### src/rtl/lhtlp_pkg.sv
// Shared constants for the label hash table: status and op codes, default sizes, capacity width and reset.
// No dependencies; every other file of the block imports this package.
`timescale 1ns / 1ps
`default_nettype none
package lhtlp_pkg;

   localparam int TABLE_DEPTH_DEF = 256;
   localparam int LABEL_CHARS_DEF = 32;
   localparam int DATA_BITS_DEF   = 32;

   localparam int CAP_BITS  = 9;
   localparam int CAP_RESET = 256;

   localparam logic [2:0] ST_INSERTED  = 3'd0;
   localparam logic [2:0] ST_DUPLICATE = 3'd1;
   localparam logic [2:0] ST_FULL      = 3'd2;
   localparam logic [2:0] ST_FOUND     = 3'd3;
   localparam logic [2:0] ST_NOT_FOUND = 3'd4;

   localparam logic OP_INSERT = 1'b0;
   localparam logic OP_FIND   = 1'b1;

endpackage
`default_nettype wire

### src/rtl/lhtlp_queue.sv
// Two-entry command queue between front and back end.
// Depends on lhtlp_pkg only through the common import convention.
`timescale 1ns / 1ps
`default_nettype none
module lhtlp_queue #(
   parameter int WIDTH = 8
) (
   input  logic             clock,
   input  logic             reset,
   input  logic             push_valid,
   output logic             push_ready,
   input  logic [WIDTH-1:0] push_data,
   output logic             pop_valid,
   input  logic             pop_ready,
   output logic [WIDTH-1:0] pop_data
);
   import lhtlp_pkg::*;

   logic [WIDTH-1:0] entry_ff [2];
   logic [1:0]       count_ff;
   logic             wr_ff;
   logic             rd_ff;
   logic             push;
   logic             pop;

   assign push_ready = count_ff != 2'd2;
   assign pop_valid  = count_ff != 2'd0;
   assign pop_data   = entry_ff[rd_ff];
   assign push       = push_valid & push_ready;
   assign pop        = pop_valid & pop_ready;

   always_ff @(posedge clock) begin
      if (reset) begin
         count_ff <= '0;
         wr_ff    <= 1'b0;
         rd_ff    <= 1'b0;
      end else begin
         if (push) wr_ff <= ~wr_ff;
         if (pop) rd_ff <= ~rd_ff;
         count_ff <= count_ff + {1'b0, push} - {1'b0, pop};
      end
   end

   always_ff @(posedge clock) begin
      if (push) entry_ff[wr_ff] <= push_data;
   end

endmodule
`default_nettype wire

### config.mk
export PLATFORM = sky130hd
export DESIGN_NAME = lhtlp_queue
export DESIGN_NICKNAME = d
export VERILOG_FILES = /design/src/rtl/lhtlp_pkg.sv /design/src/rtl/lhtlp_queue.sv
export SDC_FILE = /design/constraint.sdc
export NUM_CORES = 1
export LEC_CHECK = 0
export ABC_AREA = 1
export BUFFER_PORTS_ARGS = -buffer_cell sky130_fd_sc_hd__buf_2
export CORE_ASPECT_RATIO = 0.7
export CORE_MARGIN = 5
export CORE_UTILIZATION = 36
export DETAILED_ROUTE_END_ITERATION = 12
export PLACE_DENSITY_LB_ADDON = 0.2
export SLEW_MARGIN = 20
export SYNTH_ARGS = -nofsm -noshare
export SYNTH_HDL_FRONTEND = slang
export SYNTH_SLANG_ARGS = --single-unit
export TNS_END_PERCENT = 100
### constraint.sdc
create_clock -name clock -period 2.7 [get_ports clock]
set_input_delay 0.135 -clock clock [delete_from_list [all_inputs] [get_ports clock]]
set_output_delay 0.135 -clock clock [all_outputs]
set_load 0.01 [all_outputs]
-- Word level (Yosys, flattened, before mapping)
Memories as Yosys holds them, arrays and structs flattened. A register that Yosys moved wholly into a read port is not among the register bits.
Index checks and enable logic that the tools add are counted.
- bits of input ports: 12
- RAM bits: 16
- register bits after elaboration: 4
- memories: 1
- bits in latches: 0
- ROM bits: 0
- word-level logic and storage cells: 16
- memory list (name ; depth ; width ; rd ports ; clocked after memory_dff ; wr ports ; line ; text):
    entry_ff ; 2 ; 8 ; 1 ; 1 ; 1 ; lhtlp_queue.sv:19 ; logic [WIDTH-1:0] entry_ff [2];
- order comparisons: 0
- reduce and logical (&&, ||, !) cells: 1
- multipliers: 0
- bitwise gates (word level): 4
- equality and inequality tests: 1
- shift operators: 0
- $add $sub $neg: 2
- multiplexer cells: 4
- divide/modulo/power cells: 0
- operators by type and width (operator ; number):
    $mux W1 ; 4
    $add A2 B1 Y2 ; 1
    $and A1 B1 Y1 ; 2
    $ne A2 B2 Y1 const B ; 1
    $not A1 Y1 ; 2
    $reduce_bool A2 Y1 ; 1
    $sub A2 B1 Y2 ; 1

-- Depth between registers and ports, before layout
- depth after elaboration: 4
- mapped depth: 11
- mapped depth without buffers: 11

-- Worst setup path before layout
OpenSTA, ideal clock, no wires.
- path type: reg-to-reg
- start: register count_ff[0]
- end: register count_ff[1]
- arrival time: 1334 ps
- path slack: 1251 ps
- path buffers: 0
- setup time: 115 ps
- stages on the path, launching flop included: 11
- path through: dfxtp_1 inv_1 nand2_2 nand2_1 ha_1 inv_1 ha_1 inv_1 nand2_1 a21oi_1 nor2_1
- longest elaborated chain between the ends: 4
- elaborated cells on any way between the ends: 6
- RTL lines (what ; line ; text):
    from (decl) ; lhtlp_queue.sv:20 ; logic [1:0] count_ff;
    from (signal assigned) ; lhtlp_queue.sv:40 ; count_ff <= count_ff + {1'b0, push} - {1'b0, pop};
    $ne A2 B2 Y1 ; lhtlp_queue.sv:26 ; assign push_ready = count_ff != 2'd2;
    named net push_ready ; lhtlp_queue.sv:11 ; output logic push_ready,
    $and A1 B1 Y1 ; lhtlp_queue.sv:29 ; assign push = push_valid & push_ready;
    $add A2 B1 Y2 ; lhtlp_queue.sv:40 ;
    $sub A2 B1 Y2 ; lhtlp_queue.sv:40 ;
The timed path passes the listed nets, and every way through them passes these cells.
A chain may end at the register's enable or synchronous reset.

==> flow_summary.yaml <==
clock_tree:
  htreeDepth: 1
  tritoncts: "yes"
  clock_latency_ns: 0.30
  post_cts_buffers: 0
  path_clk_slew_ns: 0.11
  root_buffer: "clkbuf_4"
  cts.path.max_buffers: 2
  cts_buffers: 3
  cts_sinks: 21
logic_synthesis:
  synth_largest_area_cell: "edfxtp_1"
  synthTopCellsByArea: "edfxtp_1 (55%), mux2_4 (14%), dfxtp_1 (11%)"
  synth_top_area_share: 0.549
  syn_nets: 76
  yosysUniqueCellTypes: 14
  ys_warn_count: 0
  syn_inst: 62
  syn_avg_cell_area_sq_um: 14.1
  ys_seq_area_frac: 0.663
  syn-cell-area_sq_um: 876
  ys_ff_latch: 21
timing:
  fin_crit_ns: 1.58
  rsz0062_at_grt: "false"
  hold_violations: 0
  drv_slew: 0
  max_freq_mhz: 633
  setup_violations: 0
  tns_ns: 0
  relSlewSlack: 0.550
  fin_skew_ns: 0.00426
  fin_crit_sh: 0.585
  worst_pin_slew_ns: 0.673
critical_path:
  crit_chain: "mux2_4 -> buf_2"
  crit_path_max_incr_delay_ns: 0.66
  cp_top_family: "flip-flops"
  cp-end-kind: "output port"
  crit_fanout: 8
  crit_slowest_cell: "dfxtp_1"
  worstPathArrival_ns: 1.44
  cp-start-kind: "flip-flop"
  cp.depth: 2
  required_ns: 2.57
  crit_type: "flip-flop to output port"
  cp_num_buf_inv: 1
  reg2regPathDepth: 11
floorplanning:
  die_w_microns: 69.0
  die-area_sq_um: 3530
  io_pins: 22
  coreArea_sq_um: 2400
  chipHeight_microns: 51.3
  rows: 15
  start_util: 0.365
route:
  firstDrtPassIters: 4
  wire_per_inst_microns: 11.1
  via_per_inst: 4.19
  vias: 520
  drc: 0
  ant_nets: 0
  drt_iter0_drc: 28
  totalWireLength_mm: 1.38
power_and_ir_drop:
  vdd_drop_max_mv: 0.285
  p_leak_nw: 0.469
  p_per_area_nw_per_um2: 846
place:
  gp_congestion: 0.709
  dp_hpwl_mm: 1.05
  io_buffers: 21
global_route:
  grt_max_degree: 13
  grt_pass1_vias: 489
  overflow: 0
  grt_pass1_wl_mm: 2.30
  grt_antenna_before_repair: 0
  grt_use_total: 0.0930
final_layout:
  antenna_cells: 0
  final_cell_mix: "buf_2 (21), edfxtp_1 (16), inv_1 (8), mux2_4 (8), nor2_1 (7)"
  area_growth_pct: 23.3
  final_common_cell: "buf_2"
  fin_nets: 105
  drive_above_1_share: 0.422
  finalCoreUtilization: 0.449
status:
  status: "complete, no violations"
min_path:
  hp-class: "input pin to flip-flop"
  hold_depth: 1
flow_run:
  maxCapViolations: 0
## report_power, final
group,switching [mW],internal [mW]
logic,0.154,0.153
registers,0.0475,0.414
clock network,0.0906,0.0552
## metal layers
metal  vias to the layer above  routed length (microns)  global-route usage
li1                        268                        -                   -
met1                       237                      646               0.118
met2                        13                      620               0.134
met3                         2                       85              0.0440
met4                         0                       22              0.0388
met5                         -                        0                   0
## logic make-up after synthesis
group                    after synthesis  synth area share
flip-flops                            21             0.663
AND/OR/NAND/NOR                       20             0.113
buffers and inverters                  9            0.0471
multiplexers                           8             0.137
AO/OA/AOI/OAI                          2            0.0114
adder cells (fa/ha/maj)                2            0.0286
## registers in the layout, indices dropped and copies added, names as in the netlist, named ones only
signal,cells
wr_ff,1
count_ff,2
rd_ff,1
entry_ff,16
## worst paths after layout
kind / start / endpoint / slack (ns)
worst max-delay path: flip-flop / pop_data[6] / 1.12
worst min-delay path: push_data[1] / entry_ff[1][1] / 0.02
worst max register to register: count_ff[0] / count_ff[1] / 1.18
worst min register to register: rd_ff / rd_ff / 0.52
## metrics by stage
stage               instance area [sq um]  total power, mW  worst slack [ns]  instances  hold slack [ns]
CTS                                  1050            0.931              1.08        121          0.00271
global placement                     1010            0.777              1.17        116            0.307
detailed placement                   1010            0.781              1.15        116            0.311
global route                         1080            0.985              1.02        124         0.000601
floorplan                             876            0.691              1.25         62            0.206
finish                               1080            0.914              1.12        124           0.0212
## synthesized netlist by cell type
library cell and number:
edfxtp_1 16, inv_1 8, mux2_4 8, nor2_1 7, nand2_1 6, dfxtp_1 5, a21oi_1 2, ha_1 2
nand2_2 2, nand3_1 2, buf_6 1, nand3_2 1, nor2_2 1, nor2_4 1
## repair_timing
item                                   4_1_cts  5_1_grt
resized for setup                            0        0
endpoints found under the hold margin        1        6
hold buffers                                 1        3
## area by class of cell
class                   instances  area (sq um)
fillers                       249          1320
repair buffers                 25           145
multi-input cells              32           254
clock buffers                   3          22.5
inverters                       8          30.0
clock inverters                 1          5.00
well taps                      34          42.5
flip-flops and latches         21           581
Note: power is estimated with default switching activity, not from simulation.
