## config.mk

```make
export PLATFORM = sky130hd
export DESIGN_NAME = lhtlp_front
export DESIGN_NICKNAME = d
export VERILOG_FILES = /design/src/rtl/lhtlp_pkg.sv /design/src/rtl/lhtlp_front.sv
export SDC_FILE = /design/constraint.sdc
export NUM_CORES = 1
export LEC_CHECK = 0
export BUFFER_PORTS_ARGS = -buffer_cell sky130_fd_sc_hd__buf_2
export CAP_MARGIN = 20
export CORE_ASPECT_RATIO = 1.5
export CORE_MARGIN = 4
export CORE_UTILIZATION = 35
export CTS_CLUSTER_DIAMETER = 40
export DETAILED_ROUTE_END_ITERATION = 12
export MAX_ROUTING_LAYER = met4
export PLACE_DENSITY_LB_ADDON = 0.05
export SLEW_MARGIN = 25
export SYNTH_ARGS = -nofsm -noshare
export SYNTH_HDL_FRONTEND = slang
export SYNTH_SLANG_ARGS = --single-unit
```

## constraint.sdc

```tcl
create_clock -name clock -period 5.7 [get_ports clock]
set_input_delay 0.855 -clock clock [delete_from_list [all_inputs] [get_ports clock]]
set_output_delay 0.855 -clock clock [all_outputs]
set_load 0.02 [all_outputs]
```

## src/rtl/lhtlp_pkg.sv

```systemverilog
// Shared constants for the label hash table: status and op codes, default sizes, capacity width and reset.
// No dependencies; every other file of the block imports this package.
`timescale 1ns / 1ps
`default_nettype none
package lhtlp_pkg;

   localparam int TABLE_DEPTH_DEF = 256;
   localparam int LABEL_CHARS_DEF = 32;
   localparam int DATA_BITS_DEF   = 32;

   localparam int CAP_BITS  = 9;
   localparam int CAP_RESET = 256;

   localparam logic [2:0] ST_INSERTED  = 3'd0;
   localparam logic [2:0] ST_DUPLICATE = 3'd1;
   localparam logic [2:0] ST_FULL      = 3'd2;
   localparam logic [2:0] ST_FOUND     = 3'd3;
   localparam logic [2:0] ST_NOT_FOUND = 3'd4;

   localparam logic OP_INSERT = 1'b0;
   localparam logic OP_FIND   = 1'b1;

endpackage
`default_nettype wire

```

## src/rtl/lhtlp_front.sv

```systemverilog
// Front end: takes label bytes, keeps the running hash and label buffer, and emits
// one command word per last byte. Depends on lhtlp_pkg.
`timescale 1ns / 1ps
`default_nettype none
module lhtlp_front #(
   parameter int LABEL_CHARS = lhtlp_pkg::LABEL_CHARS_DEF,
   parameter int DATA_BITS   = lhtlp_pkg::DATA_BITS_DEF,
   parameter int CMD_W       = 1 + 32 + $clog2(LABEL_CHARS + 1) + LABEL_CHARS * 8 + DATA_BITS
) (
   input  logic                 clock,
   input  logic                 reset,
   input  logic                 req_valid,
   output logic                 req_ready,
   input  logic                 req_op,
   input  logic [7:0]           req_label_byte,
   input  logic                 req_label_last,
   input  logic [DATA_BITS-1:0] req_entry_data,
   output logic                 cmd_valid,
   input  logic                 cmd_ready,
   output logic [CMD_W-1:0]     cmd_data
);
   import lhtlp_pkg::*;

   localparam int LEN_W  = $clog2(LABEL_CHARS + 1);
   localparam int BIDX_W = $clog2(LABEL_CHARS);

   logic [7:0]                 label_ff [LABEL_CHARS];
   logic [LEN_W-1:0]           len_ff;
   logic [LEN_W-1:0]           len_in;
   logic [31:0]                hash_ff;
   logic [31:0]                hash_in;
   logic [LABEL_CHARS*8-1:0]   label_flat;
   logic                       room;
   logic                       accept;

   assign req_ready = cmd_ready;
   assign accept    = req_valid & req_ready;
   assign room      = len_ff < LEN_W'(LABEL_CHARS);
   assign cmd_valid = req_valid & req_label_last;

   always_comb begin
      // h*7 + byte, wrapping at 32 bits
      hash_in = room ? (hash_ff << 3) - hash_ff + {24'b0, req_label_byte} : hash_ff;
      len_in  = room ? len_ff + LEN_W'(1) : len_ff;
      for (int i = 0; i < LABEL_CHARS; i++) begin
         label_flat[i*8 +: 8] = (room && len_ff[BIDX_W-1:0] == BIDX_W'(i)) ?
                                req_label_byte : label_ff[i];
      end
   end

   assign cmd_data = {req_op, hash_in, len_in, label_flat, req_entry_data};

   always_ff @(posedge clock) begin
      if (reset) begin
         len_ff  <= '0;
         hash_ff <= '0;
      end else if (accept) begin
         len_ff  <= req_label_last ? '0 : len_in;
         hash_ff <= req_label_last ? '0 : hash_in;
      end
   end

   always_ff @(posedge clock) begin
      if (accept && room) begin
         label_ff[len_ff[BIDX_W-1:0]] <= req_label_byte;
      end
   end

endmodule
`default_nettype wire

```

After elaboration in Yosys (flattened, before gate mapping)
Memory sizes are Yosys's and may differ from the RTL's.
Cells that the tools add are included.
Widths: inputs -> output; s select.
{"block": "totals", "reg_bits": 38, "mem_bits_rw": 256, "input_bits": 46, "out_inout_bits": 329, "wordCells": 112, "memories": 1}
{"memory": "label_ff", "depth": 32, "word_bits": 8, "rd": 32, "rd_clocked_by_memory_dff": 0, "write_ports": 1, "line": "lhtlp_front.sv:27", "source": "logic [7:0] label_ff [LABEL_CHARS];"}
{"block": "classes", "addsub": 3, "order_cmp": 1, "eq_ne": 31, "n_mux": 38, "n_bitwise": 2, "reduce_logical": 34}
{"cell": "$mux 8", "n": 32}
{"cell": "$eq 5x5->1 const B", "n": 16}
{"cell": "$mux 32", "n": 2}
{"cell": "$eq 5x4->1 const B", "n": 8}
{"cell": "$logic_and 1x1->1", "n": 33}
{"cell": "$add 32x8->32", "n": 1}
{"cell": "$sub 32x32->32", "n": 1}
{"cell": "$eq 5x3->1 const B", "n": 4}
{"cell": "$mux 6", "n": 2}
{"cell": "$eq 5x2->1 const B", "n": 2}
{"cell": "$add 6x1->6 const B", "n": 1}
{"cell": "$lt 6x6->1 const B", "n": 1}
{"cell": "$eq 5x1->1 const B", "n": 1}
{"cell": "$logic_not 5->1", "n": 1}
{"cell": "$and 1x1->1", "n": 2}
{"cell": "$mux 1", "n": 2}

Logic depth before layout (Yosys ltp)
{"block": "depth", "depth_word": 4, "ltp_mapped": 16, "mapped_depth_nobuf": 15}

Least setup slack after synthesis
OpenSTA, ideal clock, no wires.
{"block": "synth_timing", "kind": "input to output", "startpoint": "in req_label_byte[7]", "endpoint": "out cmd_data[318]", "arrival_ns": 4.014, "required_ns": 4.845, "slack_ns": 0.831, "stages": 14, "path_buffers": 1, "path_cell_list": "clkinv_1 -> clkbuf_1 -> fa_1 -> inv_1 -> ha_1 -> a21o_1 -> a21o_1 -> a21oi_1 -> o221ai_1 -> a311oi_1 -> o21ai_1 -> a221oi_1 -> xor2_1 -> o21ai_1"}
{"block": "synth_via", "elab_chain_cells": 2}
{"item": "from (decl)", "line": "lhtlp_front.sv:15", "source": "input logic [7:0] req_label_byte,"}
{"item": "$add 32x8->32", "line": "lhtlp_front.sv:43", "source": "hash_in = room ? (hash_ff << 3) - hash_ff + {24'b0, req_label_byte} : hash_ff;"}
{"item": "$mux 32", "line": "lhtlp_front.sv:43"}
{"item": "to (decl)", "line": "lhtlp_front.sv:20", "source": "output logic [CMD_W-1:0] cmd_data"}
No other way between the ends.

Final worst setup path
Same ends and word-level chain as after synthesis.

==> impl_metrics.json <==
{
  "outcome": "finished clean",
  "synth-seq-cells": 294,
  "clockBufferDepth": 3,
  "start_util": 0.353,
  "synthTopCellsByArea": "edfxtp_1, mux2_2, ha_1",
  "overflow": 0,
  "cts_resized": 0,
  "final_cell_area_mm2": 0.0185,
  "cts.sinks": 294,
  "setup_tns_ns": 0,
  "synth_edf_count": 256,
  "synth_area_mm2": 0.0152,
  "syn-num-nets": 1397,
  "fin_crit_ns": 5.18,
  "clk_pin_slew_ns": 0.05,
  "cp.arrival_ns": 4.32,
  "crit_start": "req_label_byte[7]",
  "multiInputGateArea_mm2": 0.00604,
  "total_leakage_power_nw": 7.20,
  "track_usage": 0.214,
  "layout-drive-gt1-share": 0.371,
  "drv_slew": 0,
  "max_slew.worst_pin.slew_ns": 1.02,
  "async_reset_ff_frac": 0,
  "p_per_area_mw_per_mm2": 380,
  "synth_cell_types": 59,
  "place_area_mm2": 0.0170,
  "layout.nets": 1667,
  "grt_pass1_wl_um": 73000,
  "r2r-start": "hash_ff[7]$_SDFFE_PP0P_",
  "via_per_inst": 5.09,
  "fp.coreArea_mm2": 0.0429,
  "synth_top_family_by_area": "multiplexers",
  "cp-start-kind": "input port",
  "dieArea_mm2": 0.0467,
  "grt_max_degree": 65,
  "antenna_left": 0,
  "finClkSkew_ns": 0.0179,
  "die_h_um": 263,
  "yosys_warnings": 0,
  "synth_compound_area_frac": 0.103,
  "yosysTopAreaCell": "edfxtp_1",
  "fill_cells": 4161,
  "fin_cells": 2156,
  "synthMuxAreaShare": 0.128,
  "critical_path_required_ns": 4.85,
  "regArea_mm2": 0.00845,
  "area_delta_synth_final_pct": 21.9,
  "maxCapViolations": 0,
  "setup_viol": 0,
  "crit_type": "in -> out",
  "synthSimpleGateAreaFrac": 0.0865,
  "dr.first_iter.drc_count": 587,
  "cts_tree": "yes",
  "wirelength_um": 49900,
  "die_x_um": 178,
  "synthXorXnorAreaFrac": 0.0185,
  "synthCells": 1283,
  "htreeDepth": 2,
  "cts-root-buf": "clkbuf_16",
  "first_global_vias": 11200,
  "antenna_found_initial": 2,
  "drtPass1Iterations": 5,
  "hold_buffers": 0,
  "rsz0062_at_grt": "false",
  "dpl.hpwl_um": 34400,
  "drc": 0,
  "ios": 375,
  "avgSynthCellArea_um2": 11.8,
  "wl_per_cell_um": 23.1,
  "cts_buffers": 41,
  "critPathCaptureType": "output port",
  "synthAdderAreaFrac": 0.0591,
  "clkLatencyLatePin_ns": 0.54,
  "holdCritPathClass": "reg -> reg",
  "hold_viol": 0,
  "vdd.ir_drop.worst_mv": 0.393,
  "cp_max_fo": 6,
  "post_cts_buffers": 0,
  "fmax_mhz": 193,
  "min-delay-start": "hash_ff[29]$_SDFFE_PP0P_",
  "vias": 11000,
  "dp.cells": 2080,
  "min_period_over_period": 0.908,
  "seq_area_frac_synth": 0.558,
  "port_buffers": 308,
  "slew_headroom": 0.318,
  "row_count": 93,
  "globalplace.congestion": 0.877,
  "synth_top_area_share": 0.507,
  "synth_flop_cell": "edfxtp_1"
}
[state kept, by name, summed over array words and instances (netlist names)]
signal and flops:
hash_ff 32, label_ff 256, len_ff 6
[logic make-up after synthesis]
kind of cell,after synthesis
simple gates,307
flops,294
compound gates,255
mux,172
buf+inv,155
fa+ha+maj,68
xor+xnor,32
[power breakdown]
part	internal (mW)	total [mW]	switching, mW
clock network	1.55	2.54	0.991
registers	2.37	2.41	0.0341
logic	0.744	2.08	1.33
total	4.67	7.02	2.36
[path summary, 6_finish.rpt]
path	end	slack (ns)	cells after the start
max	cmd_data[318]	0.52	15
max reg2reg	hash_ff[31]$_SDFFE_PP0P_	2.11	11
min reg2reg	hash_ff[29]$_SDFFE_PP0P_	0.48	2
min	hash_ff[29]$_SDFFE_PP0P_	0.48	2
[critical path: stages]
cell and delay [ns]:
buf_2 0.16, clkinv_1 0.20, fa_1 0.57, inv_1 0.04, ha_1 0.36, a21o_1 0.18, a21o_1 0.18, a21oi_1 0.14
o221ai_1 0.16, a311oi_1 0.43, o21ai_1 0.21, a221oi_1 0.33, xor2_1 0.25, o21ai_1 0.08, buf_2 0.18
[synthesized netlist by cell type, types with 3 or more instances]
master    instances
a22oi_1          28
nor2_1           75
clkinv_1          5
xnor2_1          17
xor2_1           15
ha_1             62
mux2_2          169
and3_1            8
a31oi_1           5
a21oi_1          26
nor2b_1          10
inv_1            49
nand3b_1          3
dfxtp_1          38
o21a_1            8
a21o_1           17
buf_4            34
nor3_1           23
nand3_1           6
edfxtp_1        256
buf_1             5
mux2i_1           3
clkbuf_1         59
o21ai_1          13
o21ai_0         127
fa_1              6
nand2_1         160
nand4_1           4
nand2b_1          3
and2_1            6
o21bai_1          3
[metrics by stage]
stage                     worst slack (ns)  utilization  hold slack [ns]  total power, mW
after floorplan                      0.831            -            0.443             3.91
after global placement               0.455        0.397            0.460             4.54
after detailed placement             0.474        0.397            0.472             4.53
after CTS                            0.451        0.429            0.480             7.11
after global routing                 0.243        0.430            0.495             7.39
final                                0.522        0.430            0.480             7.02
[layout make-up]
type | instances | area share
inverters | 54 | 0.0110
clock buffers | 49 | 0.0583
multi-input cells | 834 | 0.327
flip-flops and latches | 294 | 0.458
well taps | 570 | 0.0386
repair buffers | 328 | 0.0916
clock inverters | 25 | 0.0152
diodes | 2 | 0.000271
[routing by layer]
metal  wire length [um]  global-route usage  part of all wire
met1              19600               0.243              0.39
met2              26200               0.378              0.53
met3               2440              0.0366             0.049
met4               1700              0.0736             0.034
met5                  0                   -                 0
[cell usage in the layout, fill, tap and decap left out, drive strengths merged, types with 3 or more instances in the layout]
cell        n
inv        58
mux2i       3
ha         62
o21a        8
bufinv      4
clkbuf     49
o21bai      3
a31oi       5
and3        8
a22oi      28
nor2       75
nand3b      3
xor2       15
nand4       4
nand2     160
nand3       6
edfxtp    256
o21ai     142
a21o       17
buf       328
fa          6
clkinv     14
nor2b      10
nor3       23
a21oi      30
and2        6
nand2b      3
clkinvlp    3
dfxtp      38
mux2      169
xnor2      17
Power figures use the tool's default switching activity.
